[src/design/mac_pkg.sv]
// shared types and constants of the moving average crossover unit
`default_nettype none

package mac_pkg;

    localparam int PRICE_W    = 32;
    localparam int FAST_W     = 6;
    localparam int SLOW_W     = 7;
    localparam int MARGIN_W   = 32;
    localparam int LPROD_W    = FAST_W + SLOW_W;
    localparam int BAND_W     = MARGIN_W + LPROD_W;
    localparam int CFG_IDX_W  = 2;
    localparam int CFG_DATA_W = 32;
    localparam int OUT_W      = 8;

    // register indexes of the configuration port
    localparam logic [CFG_IDX_W-1:0] REG_FAST_LEN = 2'd0;
    localparam logic [CFG_IDX_W-1:0] REG_SLOW_LEN = 2'd1;
    localparam logic [CFG_IDX_W-1:0] REG_MARGIN   = 2'd2;

    localparam logic [FAST_W-1:0]   RST_FAST_LEN = 6'd2;
    localparam logic [SLOW_W-1:0]   RST_SLOW_LEN = 7'd3;
    localparam logic [MARGIN_W-1:0] RST_MARGIN   = 32'd66;
    localparam logic [LPROD_W-1:0]  RST_LPROD    = 13'd6;
    localparam logic [BAND_W-1:0]   RST_BAND     = 45'd396;

    // cycles the input stays closed after a configuration write
    localparam logic [1:0] CFG_SETTLE = 2'd2;

    typedef enum logic [1:0] {
        SIG_HOLD = 2'd0,
        SIG_BUY  = 2'd1,
        SIG_SELL = 2'd2
    } signal_t;

    // packed so that signal sits in the lowest bits of the output word
    typedef struct packed {
        logic    config_error;
        logic    warming;
        signal_t signal;
    } result_t;

endpackage

`default_nettype wire

[src/design/mac_decide.sv]
// exact comparison of the two means by cross-multiplication
`default_nettype none

module mac_decide #(
    parameter int SUM_W = 38
) (
    input  logic [SUM_W-1:0]           fast_sum,
    input  logic [SUM_W-1:0]           slow_sum,
    input  logic [mac_pkg::FAST_W-1:0] fast_len,
    input  logic [mac_pkg::SLOW_W-1:0] slow_len,
    input  logic [mac_pkg::BAND_W-1:0] band,
    input  logic                       enable,
    output mac_pkg::signal_t           signal
);

    import mac_pkg::*;

    localparam int PROD_W = ((SUM_W + SLOW_W > BAND_W) ? SUM_W + SLOW_W : BAND_W) + 1;

    logic [PROD_W-1:0] lhs;
    logic [PROD_W-1:0] rhs;
    logic [PROD_W-1:0] band_x;

    assign lhs    = PROD_W'(fast_sum) * PROD_W'(slow_len);
    assign rhs    = PROD_W'(slow_sum) * PROD_W'(fast_len);
    assign band_x = PROD_W'(band);

    always_comb
    begin
        priority if (!enable)
        begin
            signal = SIG_HOLD;
        end
        else if (lhs > rhs + band_x)
        begin
            signal = SIG_BUY;
        end
        else if (lhs + band_x < rhs)
        begin
            signal = SIG_SELL;
        end
        else
        begin
            signal = SIG_HOLD;
        end
    end

endmodule

`default_nettype wire

[config.mk]
export PLATFORM = sky130hd
export DESIGN_NAME = mac_decide
export DESIGN_NICKNAME = d
export VERILOG_FILES = /design/src/design/mac_pkg.sv /design/src/design/mac_decide.sv
export SDC_FILE = /design/constraint.sdc
export NUM_CORES = 1
export LEC_CHECK = 0
export ABC_CLOCK_PERIOD_IN_PS = 17800
export BUFFER_PORTS_ARGS = -buffer_cell sky130_fd_sc_hd__clkbuf_2
export CAP_MARGIN = 5
export CELL_PAD_IN_SITES_DETAIL_PLACEMENT = 1
export CELL_PAD_IN_SITES_GLOBAL_PLACEMENT = 2
export CORE_ASPECT_RATIO = 0.75
export CORE_MARGIN = 4
export CORE_UTILIZATION = 39
export DETAILED_ROUTE_END_ITERATION = 7
export PLACE_DENSITY = 0.84
export SETUP_SLACK_MARGIN = 0.4
export SLEW_MARGIN = 30
export SYNTH_ARGS = -nofsm -noshare
export SYNTH_HDL_FRONTEND = slang
export SYNTH_SLANG_ARGS = --single-unit
[constraint.sdc]
create_clock -name vclk -period 17.8
set_input_delay 3.56 -clock vclk [all_inputs]
set_output_delay 3.56 -clock vclk [all_outputs]
set_load 0.005 [all_outputs]
# Word level (Yosys, flattened, before mapping)
# Index checks and enable logic that the tools add are counted.
dict set report totals {
  ff_bits 0
  in_bits 135
  output_inout_bits 2
  elab_cells 9
}
dict set report classes {
  addsub 2
  n_mul 2
  order_cmp 2
  n_mux 3
}
# op n
set ops {}
lappend ops {{44-bit by 45-bit adder with 46-bit output} 1}
lappend ops {{45-bit by 45-bit adder with 46-bit output} 1}
lappend ops {{45-bit by 46-bit greater-than comparator with 1-bit output} 1}
lappend ops {{46-bit by 44-bit < comparator with 1-bit output} 1}
lappend ops {{38-bit by 7-bit multiplier with 45-bit output} 1}
lappend ops {{38-bit by 6-bit multiplier with 44-bit output} 1}
lappend ops {{2-bit two-way mux} 3}

# Depth between registers and ports, before layout
# Gate-level depths: netlist (run 1).
dict set report logic_depth {
  depth_word 6
  ltp_mapped 40
  mapped_depth_nobuf 38
}

# Worst setup path before layout (run 1)
# Ideal clock, no wire load.
dict set report synth_path {
  path_type {input to output}
  start {in slow_len[6] (netlist bit)}
  end {out signal[1]}
  arrival_time_ns 11.607
  required_time_ns 14.240
  slack_ns 2.633
  cell_stages 36
  path_buffers 3
  path_cell_list {clkbuf_1 clkbuf_1 and2_1 fa_1 fa_1 fa_1 inv_1 fa_1 inv_1 ha_1 a21o_1 or3_1 o22ai_1 a21oi_1 o21ai_0 a21boi_0 a41oi_1 xnor2_1 ha_1 buf_2 nand4_1 or4_1 o21a_1 o21ai_0 a21o_1 a21oi_1 xnor2_1 ha_1 a21o_1 a21oi_1 o21ai_0 a31oi_1 o21ai_0 nor4_1 and3b_1 a2111oi_2}
}
dict set report synth_between {
  elab_chain_cells 6
  word_cells_on_any_way 7
}
# item line
set synth_lines {}
lappend synth_lines {{start, declared} mac_decide.sv:10} ;# input logic [mac_pkg::SLOW_W-1:0] slow_len,
lappend synth_lines {{38-bit by 7-bit multiplier with 45-bit output (*)} mac_decide.sv:24} ;# assign lhs = PROD_W'(fast_sum) * PROD_W'(slow_len);
lappend synth_lines {{45-bit by 45-bit adder with 46-bit output} mac_decide.sv:38} ;# else if (lhs + band_x < rhs)
lappend synth_lines {{46-bit by 44-bit < comparator with 1-bit output} mac_decide.sv:38}
lappend synth_lines {{2-bit two-way mux} mac_decide.sv:38}
lappend synth_lines {{2-bit two-way mux (*)} mac_decide.sv:34} ;# else if (lhs > rhs + band_x)
lappend synth_lines {{2-bit two-way mux (*)} mac_decide.sv:30} ;# priority if (!enable)
lappend synth_lines {{end, declared} mac_decide.sv:13} ;# output mac_pkg::signal_t signal
# Every way passes the cells marked *; elsewhere a longest branch is shown, timed or not.

# Worst setup path after layout (run 1)
dict set report layout_path {
  start {in slow_len[3] (netlist bit)}
  end {out signal[1]}
}
# The elaborated chain is that of the path after synthesis.

==> metrics list, run 1 <==
* Status: complete, no violations
- Cell family with the largest share of critical-path delay: compound AO/OA/AOI/OAI gates
* Maximum number of pins on one net before global-route repair: 39
* Type of element launching the critical path: input pin
- Width of the chip: roughly 280 µm
- The count of endpoints failing hold in the final timing report was 0.
- For hold timing, the worst endpoint is signal[0].
* CP required: 14240 ps
* Startpoint of the lowest-slack hold path: enable
* Worst slew margin relative to its limit: between 30 and 40%
- Slew Viols, Final: 0
- Element type at the critical path end: output port
* # port buffers: 137
* Minimum clock period after layout: 16700 ps
- For this run, the top clock speed supported by timing is 59.87 MHz.
- Synthesized netlist net count: 3573
* Worst-case setup margin in the final layout: about 1100 ps
- Yosys printed 0 warnings.
- Across the run, the number of max-cap violations was 0.
* Vias per std cell: roughly 5.5
- Total gr overflow: 0
- Proportion of layout cells with a drive suffix above 1: 5.891%
- The tightest hold path in the finished design has a slack of 7506 ps.
- Number of vias in the routed layout: roughly 20000
- Number of violations reported at the end of detailed-routing iteration 0: 892
- Kind of critical path: in2out
- Detail Route Antenna Nets: 0
* Worst setup slack before clock tree synthesis: 646.4 ps
- In this run the post-CTS setup repair buffer count came out at 0.
- Leaving out fill and tap cells, the most frequent cells in the layout are sky130_fd_sc_hd__inv_1 (422), sky130_fd_sc_hd__fa_1 (326), sky130_fd_sc_hd__and2_1 (317).
* Number of cells traversed by the worst hold path: 3
- Standard cell with the maximum stage delay on the critical path: sky130_fd_sc_hd__fa_1
* Worst min-delay path class: in2out
- Clock buffers in the final layout number 0.
* Core Footprint: 0.05621 mm²
* Post-synthesis instance area: around 0.022 mm²
- Post-route setup TNS: 0 ps
- Avg Cell Area, Syn: ~7.9 µm²
* Storage element area: 0 µm²
- In this run the vertical extent of the chip is 214.9 µm.
- Counting stages on the worst path, the most repeated cell is sky130_fd_sc_hd__o21ai_0.
* Initial antenna violation count: 1
* Post-detailed-route wirelength per cell: roughly 18 µm
- DRT Pass-1 Iters: 6
- The initialized floorplan defines 75 standard-cell rows.
- Most common library cell in the layout ignoring fill and taps: sky130_fd_sc_hd__inv_1
- STA puts the critical path data arrival time at 13140 ps.
* Layout overhead on the synthesized area: 5.905%
* Dpl hpwl: 56450 µm
- # placed instances: 3600
* Number of antenna cells inserted: 0
* Top-level port count: 137
- At the end of the flow, the number of nets in the layout was 3630.
* Peak fanout along the critical path: 38
- The die covers 0.06102 mm².
* Distinct cell type count of the synthesized netlist: 78
- Post-Synthesis Cells: 2814
- Drt total wl: 64770 µm
- Slowest cell delay on critical path: approximately 540 ps
- At the pin with the least slew margin, the transition time is 1001 ps.
- Part of the Yosys area used for sequential elements: 0%
- Setup repair after global routing missed its margin: false
- Count of placed standard cells in the final layout, fillers left out: 3600
- Global-route wire length before repair: around 110000 µm
- Once the floorplan was initialized, standard cells occupied just under 40% of the core.
* Via count of the first global-routing pass: ~21000
* Number of sequential cells: 0
- Of the available clock period, the critical path in the final layout requires 93.84%.
- GP Congestion: 0.9151
- Global routing used between 20% and 30% of the available tracks.
- Together, buffers and inverters on the worst path number 6.
- Final setup vio count: 0
- After detailed routing, the number of remaining DRC violations is 0.
[worst max-delay path by stage]
stage,start,end,slack (ps),cells past startpoint
finish,slow_len[3],signal[1],1100,39
global route,slow_len[3],signal[1],430,37
CTS,slow_len[3],signal[1],580,37
floorplan,slow_len[6],signal[1],2630,36
detailed placement,slow_len[3],signal[1],650,37
global placement,slow_len[3],signal[1],1010,37
[routing by layer]
metal  vias to the layer above  part of all wire, %  track usage, %
li1                       9386                    -               -
met1                      9971                   48           30.39
met2                       337                   48           36.73
met3                        28                  3.7           1.028
met4                         2                 0.43           1.075
met5                         -                0.020               0
[through the flow]
step / utilization, % / instance area [µm²]
after floorplan: - / 22270
after global placement: 41.91 / 23560
after detailed placement: 41.91 / 23560
after CTS: 41.91 / 23560
after global routing: 41.95 / 23580
final: 41.95 / 23580
[final cells by class]
type,count,area [µm²]
Tap cell,731,914.6
Fill cell,6960,32630
Multi-Input combinational cell,2310,20380
Timing Repair Buffer,137,700.7
Inverter,422,1584
[logic make-up after synthesis]
kind of cell    count (synthesis)  synth area share (%)
simple gates                  917                 21.11
fa+ha+maj                     624                 46.05
compound gates                603                 17.79
buf+inv                       504                 8.518
xor+xnor                      166                 6.529
[worst min-delay path, stage by stage]
cell	delay [ps]
sky130_fd_sc_hd__clkbuf_2	100
sky130_fd_sc_hd__and2_1	160
sky130_fd_sc_hd__clkbuf_2	120
[synth_stat cells (all sizes together), types with 8 or more instances]
cell     count  share of area (%)
and4         8               0.33
o31ai       13               0.48
fa         326                 29
nand2      302                5.1
o211ai      15               0.51
a211oi      19               0.66
a21o       124                4.2
a21oi      183                4.2
a2111oi      8               0.40
a41oi        9               0.35
nor3        23               0.52
and2       317                8.9
o21a        22               0.75
xor2        61                2.4
o21bai      22               0.74
or3          8               0.22
o21ai      103                2.3
inv        422                7.1
and3        18               0.51
or2          9               0.25
nand2b      26               0.73
ha         298                 17
clkbuf      77                1.3
nor2       103                1.7
a31oi       16               0.45
nand4       34               0.96
xnor2      105                4.1
nor2b       22               0.62
nand3       31               0.70
[what timing repair did]
item	4_1_cts	5_1_grt
hold buffers	0	0
resized for setup	0	16
endpoints found under the setup margin	0	1
Power of run 1 is not shown: default switching activity piles up to over one toggle a cycle in this logic, so the estimate is an artifact.
==> run 2: changes to the inputs <==
- MAX_ROUTING_LAYER: default -> met4
==> metrics list, run 2 (synthesized netlist as in run 1, its figures left out) <==
- The layout sequential cell count was 0 (unchanged).
- Starting utilization of the core area: 39.61% (unchanged)
* Slowest cell delay on critical path: 600 ps (+60 ps)
- Final setup vio count: 0 (unchanged)
- The half-perimeter wire length of the detailed placement result is 56490 µm (about the same).
- PostCTS Resize Cnt: 0 (unchanged)
* Post-route setup TNS: 0 ps (unchanged)
- The normalized max-slew margin is 35.13% (+2.3 points).
* Number of vias in the routed layout: 19663 (-0.31%)
- For hold timing, the worst endpoint is signal[0].
- The post-detailed-route count of antenna-violating nets came to 0 (unchanged).
- The number of global-route vias before repair came to 21309 (+0.49%).
- Drt total wl: 64540 µm (-0.35%)
* Vias per std cell: 5.460 (-0.34%)
* Count of unresolved DRC violations after routing: 0 (unchanged)
- Type of element launching the critical path: input pin
- The number of top-level pins was 137 (unchanged).
- Area of the multi-input gates: 0.02038 mm² (about the same)
* Slew Viols, Final: 0 (unchanged)
- Most frequent cells in the layout: sky130_fd_sc_hd__inv_1 (422), sky130_fd_sc_hd__fa_1 (326), sky130_fd_sc_hd__and2_1 (317)
- The number of cells traversed by the worst hold path was 3 (unchanged).
* Die Area: 0.06102 mm² (unchanged)
- The largest net degree at the start of global routing is 39 (unchanged).
* Maximum frequency from static timing analysis: 59.77 MHz (-0.16%)
- Filler cell count: 6922 (-0.55%)
* Peak fanout along the critical path: 38 (unchanged)
* Grt met3 use: 0.8051% (-0.22 points)
- Standard cell with the maximum stage delay on the critical path: sky130_fd_sc_hd__or4_1
* CP required: 14240 ps (about the same)
- Number of buffers inserted to repair setup after CTS: 0 (unchanged)
* Layout overhead on the synthesized area: 5.889% (about the same)
- Setup repair after global routing left no endpoint under its margin.
- The area occupied by registers was 0 µm² (unchanged).
- In this run the worst hold path is classified as in2out.
- The total iterations of the first detailed-routing run came to 5 (-1).
- The number of I/O port buffers is 137 (unchanged).
* Total gr overflow: 0 (unchanged)
- The met2 capacity usage during global routing is 36.82% (+0.089 points).
* Startpoint of the lowest-slack hold path: enable
- The met1 demand-to-capacity share in global routing came to 30.16% (-0.23 points).
- Core Rows: 75 (unchanged)
* Clock buffer instance count of the final layout: 0 (unchanged)
- The minimum clock period after layout was 16730 ps (+27.53 ps).
* Combined global-route utilization of all metal layers: 21.62% (+0.59 points)
* Final Hold Vio Count: 0 (unchanged)
- Leaving out fill and tap cells, the most frequent cell in the layout is sky130_fd_sc_hd__inv_1.
* Initial antenna violation count: 1 (unchanged)
- The layer flagged by global routing as most heavily used is met2.
- STA classifies the critical path endpoint as an output port.
- The share of the clock period used by the worst path was 93.99% (+0.15 points).
* Kind of critical path: in2out
- The run finished with clean final reports.
* Core Footprint: 0.05621 mm² (unchanged)
* Vertical die dimension: 214.9 µm (unchanged)
- The final weighted congestion in routability-driven placement came to 0.8980 (-1.9%).
- Width of the chip: 283.9 µm (unchanged)
* Global-route wire length before repair: 108300 µm (unchanged)
* Post-layout net count: 3630 (unchanged)
- The transition time at the pin with the least slew margin was 965.6 ps (-34.92 ps).
* Post-detailed-route wirelength per cell: 17.92 µm (-0.38%)
* WP data arrival: 13170 ps (+30 ps)
* Proportion of layout cells with a drive suffix above 1: 5.821% (-0.070 points)
- Cts-stage hold buffer count: 0 (unchanged)
* Number of violations reported at the end of detailed-routing iteration 0: 891 (-0.11%)
* Total of max-cap violations: 0 (unchanged)
==> run 2: how the worst max path moves through the flow <==
stage                startpoint  cells past startpoint  slack (ps)         to
finish              slow_len[3]                     37        1070  signal[1]
global route        slow_len[6]                     36         480  signal[1]
CTS                 slow_len[3]                     37         740  signal[1]
detailed placement  slow_len[3]                     37         800  signal[1]
global placement    slow_len[3]                     37         990  signal[1]
floorplan           slow_len[6]                     36        2630  signal[1]
==> run 2: metrics by stage <==
step / util [%] / setup slack, ps / hold WS, ps / instances / cell area (µm²)
2_1_floorplan: - / 2633 / 7230 / 2814 / 22270
3_3_place_gp: 41.91 / 992.8 / 7462 / 3600 / 23560
3_5_place_dp: 41.91 / 803.2 / 7434 / 3600 / 23560
4_1_cts: 41.91 / 735.2 / 7439 / 3600 / 23560
5_1_grt: 41.95 / 478.4 / 7462 / 3601 / 23580
6_report: 41.95 / 1069 / 7431 / 3601 / 23580
==> run 2: critical path: cells and delay by family <==
family,cells,cell delay (ps)
AOI/OAI and AO/OA,17,3790
adders and majority gates,7,3190
and+or+nand+nor,5,1600
buffers and inverters,6,680
xor gates and xnor gates,2,350
==> run 2: metal layers <==
| metal | up-vias | part of all wire [%] | wire length [µm] |
|---|---|---|---|
| met5 | - | 0 | 0 |
| met4 | 0 | 0.69 | 448 |
| met3 | 40 | 3.1 | 2012 |
| met2 | 320 | 47 | 30650 |
| met1 | 9918 | 49 | 31420 |
| li1 | 9385 | - | - |
==> run 2: final cells by class <==
type               instances  share of cell area (%)
multi-input cells       2310                   86.42
inverters                422                   6.718
diodes                     1                 0.01061
repair buffers           137                   2.972
well taps                731                   3.879
Power of run 2 is left out for the same reason.
==> run 3: changes to the inputs <==
- PLACE_DENSITY: 0.84 -> 0.92
==> metrics list, run 3 (synthesized netlist as in run 1, its figures left out) <==
* Status: complete, no violations
- Maximum frequency from static timing analysis: 60.15 MHz (+0.63%)
- Cell family with the largest share of critical-path delay: compound AO/OA/AOI/OAI gates
* Drt total wl: 67690 µm (+4.9%)
- The vias after detailed routing came to 19923 (+1.3%).
- The largest net degree at the start of global routing came to 39 (unchanged).
- # port buffers: 137 (unchanged)
- The critical path required time is 14240 ps (about the same).
- Count of unresolved DRC violations after routing: 0 (unchanged)
- Number of cells traversed by the worst hold path: 3 (unchanged)
- Setup repair after global routing missed its margin: false
- The count of buffers added by post-CTS timing repair for setup came to 0 (unchanged).
* Proportion of layout cells with a drive suffix above 1: 5.786% (-0.035 points)
* Vertical die dimension: 214.9 µm (unchanged)
* Number of violations reported at the end of detailed-routing iteration 0: 1096 (+23%)
* Buffers and inverters on the worst path: 6 (unchanged)
* Most frequent cells in the layout: sky130_fd_sc_hd__inv_1 (422), sky130_fd_sc_hd__fa_1 (326), sky130_fd_sc_hd__and2_1 (317)
- The post-layout instance count excluding filler cells came to 3602 (+0.028%).
- Sink of the worst hold path: signal[0]
- The die width came to 283.9 µm (unchanged).
- The most numerous cell type found on the critical path is sky130_fd_sc_hd__o21ai_0.
- Global-route wire length before repair: 112300 µm (+3.7%)
- Worst min-delay path class: in2out
* Number of sequential cells: 0 (unchanged)
- The worst hold path begins at enable.
* Kind of critical path: in2out
* Final setup vio count: 0 (unchanged)
- DRT Pass-1 Iters: 5 (unchanged)
* Post-layout net count: 3630 (unchanged)
* Hold slack final: 7448 ps (+17.85 ps)
- Total of max-cap violations: 0 (unchanged)
* Most common library cell in the layout ignoring fill and taps: sky130_fd_sc_hd__inv_1
* Worst setup slack before clock tree synthesis: 929.7 ps (+126.5 ps)
* Type of element launching the critical path: input pin
- Clock buffer instance count of the final layout: 0 (unchanged)
* Detail Route Antenna Nets: 0 (unchanged)
* Post-detailed-route wirelength per cell: 18.79 µm (+4.9%)
- Combined global-route utilization of all metal layers: 22.59% (+0.97 points)
- Element type at the critical path end: output port
- WP data arrival: 13070 ps (-100 ps)
- The count of endpoints failing hold in the final timing report is 0 (unchanged).
- Via count of the first global-routing pass: 21805 (+2.3%)
* Post-route setup TNS: 0 ps (unchanged)
- Layout overhead on the synthesized area: 5.872% (about the same)
* GP Congestion: 0.9293 (+3.5%)
* PostCTS Resize Cnt: 0 (unchanged)
- The minimum clock period after layout came to 16630 ps (-105.2 ps).
- Cts-stage hold buffer count: 0 (unchanged)
- The number of core rows came to 75 (unchanged).
* Top-level port count: 137 (unchanged)
* Worst slew margin relative to its limit: 27.06% (-8.1 points)
- Slew Viols, Final: 0 (unchanged)
- The share of the clock period used by the worst path came to 93.40% (-0.59 points).
- Storage element area: 0 µm² (unchanged)
- Vias per std cell: 5.531 (+1.3%)
* Core Footprint: 0.05621 mm² (unchanged)
* Tightest Pin Transition: 1086 ps (+120.1 ps)
* Standard cell with the maximum stage delay on the critical path: sky130_fd_sc_hd__fa_1
* Worst-case setup margin in the final layout: 1174 ps (+105.2 ps)
- The peak fanout along the critical path is 38 (unchanged).
* Die Area: 0.06102 mm² (unchanged)
- # placed instances: 3600 (unchanged)
* Total gr overflow: 0 (unchanged)
* Slowest cell delay on critical path: 540 ps (-60 ps)
- The number of antenna violations at the first check in global routing came to 2 (+1).
* Starting utilization of the core area: 39.61% (unchanged)
- The half-perimeter wire length of the detailed placement result was 59090 µm (+4.6%).
[run 3: cell count changes in the layout (fill, tap and decap cells not counted), sizes merged]
| cell | before | now |
|---|---|---|
| diode | 1 | 2 |
[run 3: routing by layer]
metal / global-route usage, % / up-vias / wire (µm)
met5: - / - / 0
met4: 2.519 / 0 / 831
met3: 1.006 / 58 / 2322
met2: 38.61 / 345 / 32890
met1: 30.93 / 10142 / 31650
li1: - / 9378 / -
[run 3: through the flow]
step | utilization, % | area, µm²
finish | 41.94 | 23580
global route | 41.94 | 23580
CTS | 41.91 | 23560
detailed placement | 41.91 | 23560
global placement | 41.91 | 23560
floorplan | - | 22270
[run 3: cell type report]
type	instances	area (µm²)
Fill cell	6929	32640
Antenna cell	2	5.005
Timing Repair Buffer	137	700.7
Inverter	422	1584
Multi-Input combinational cell	2310	20370
Tap cell	731	914.6
[run 3: how the worst max path moves through the flow]
| stage | startpoint | slack, ps | cells after the start | to |
|---|---|---|---|---|
| 5_1_grt | slow_len[6] | 470 | 35 | signal[1] |
| 4_1_cts | slow_len[3] | 870 | 37 | signal[1] |
| 6_report | slow_len[3] | 1170 | 39 | signal[1] |
| 2_1_floorplan | slow_len[6] | 2630 | 36 | signal[1] |
| 3_5_place_dp | slow_len[3] | 930 | 37 | signal[1] |
| 3_3_place_gp | slow_len[3] | 1220 | 40 | signal[1] |
Power of run 3 is left out for the same reason.
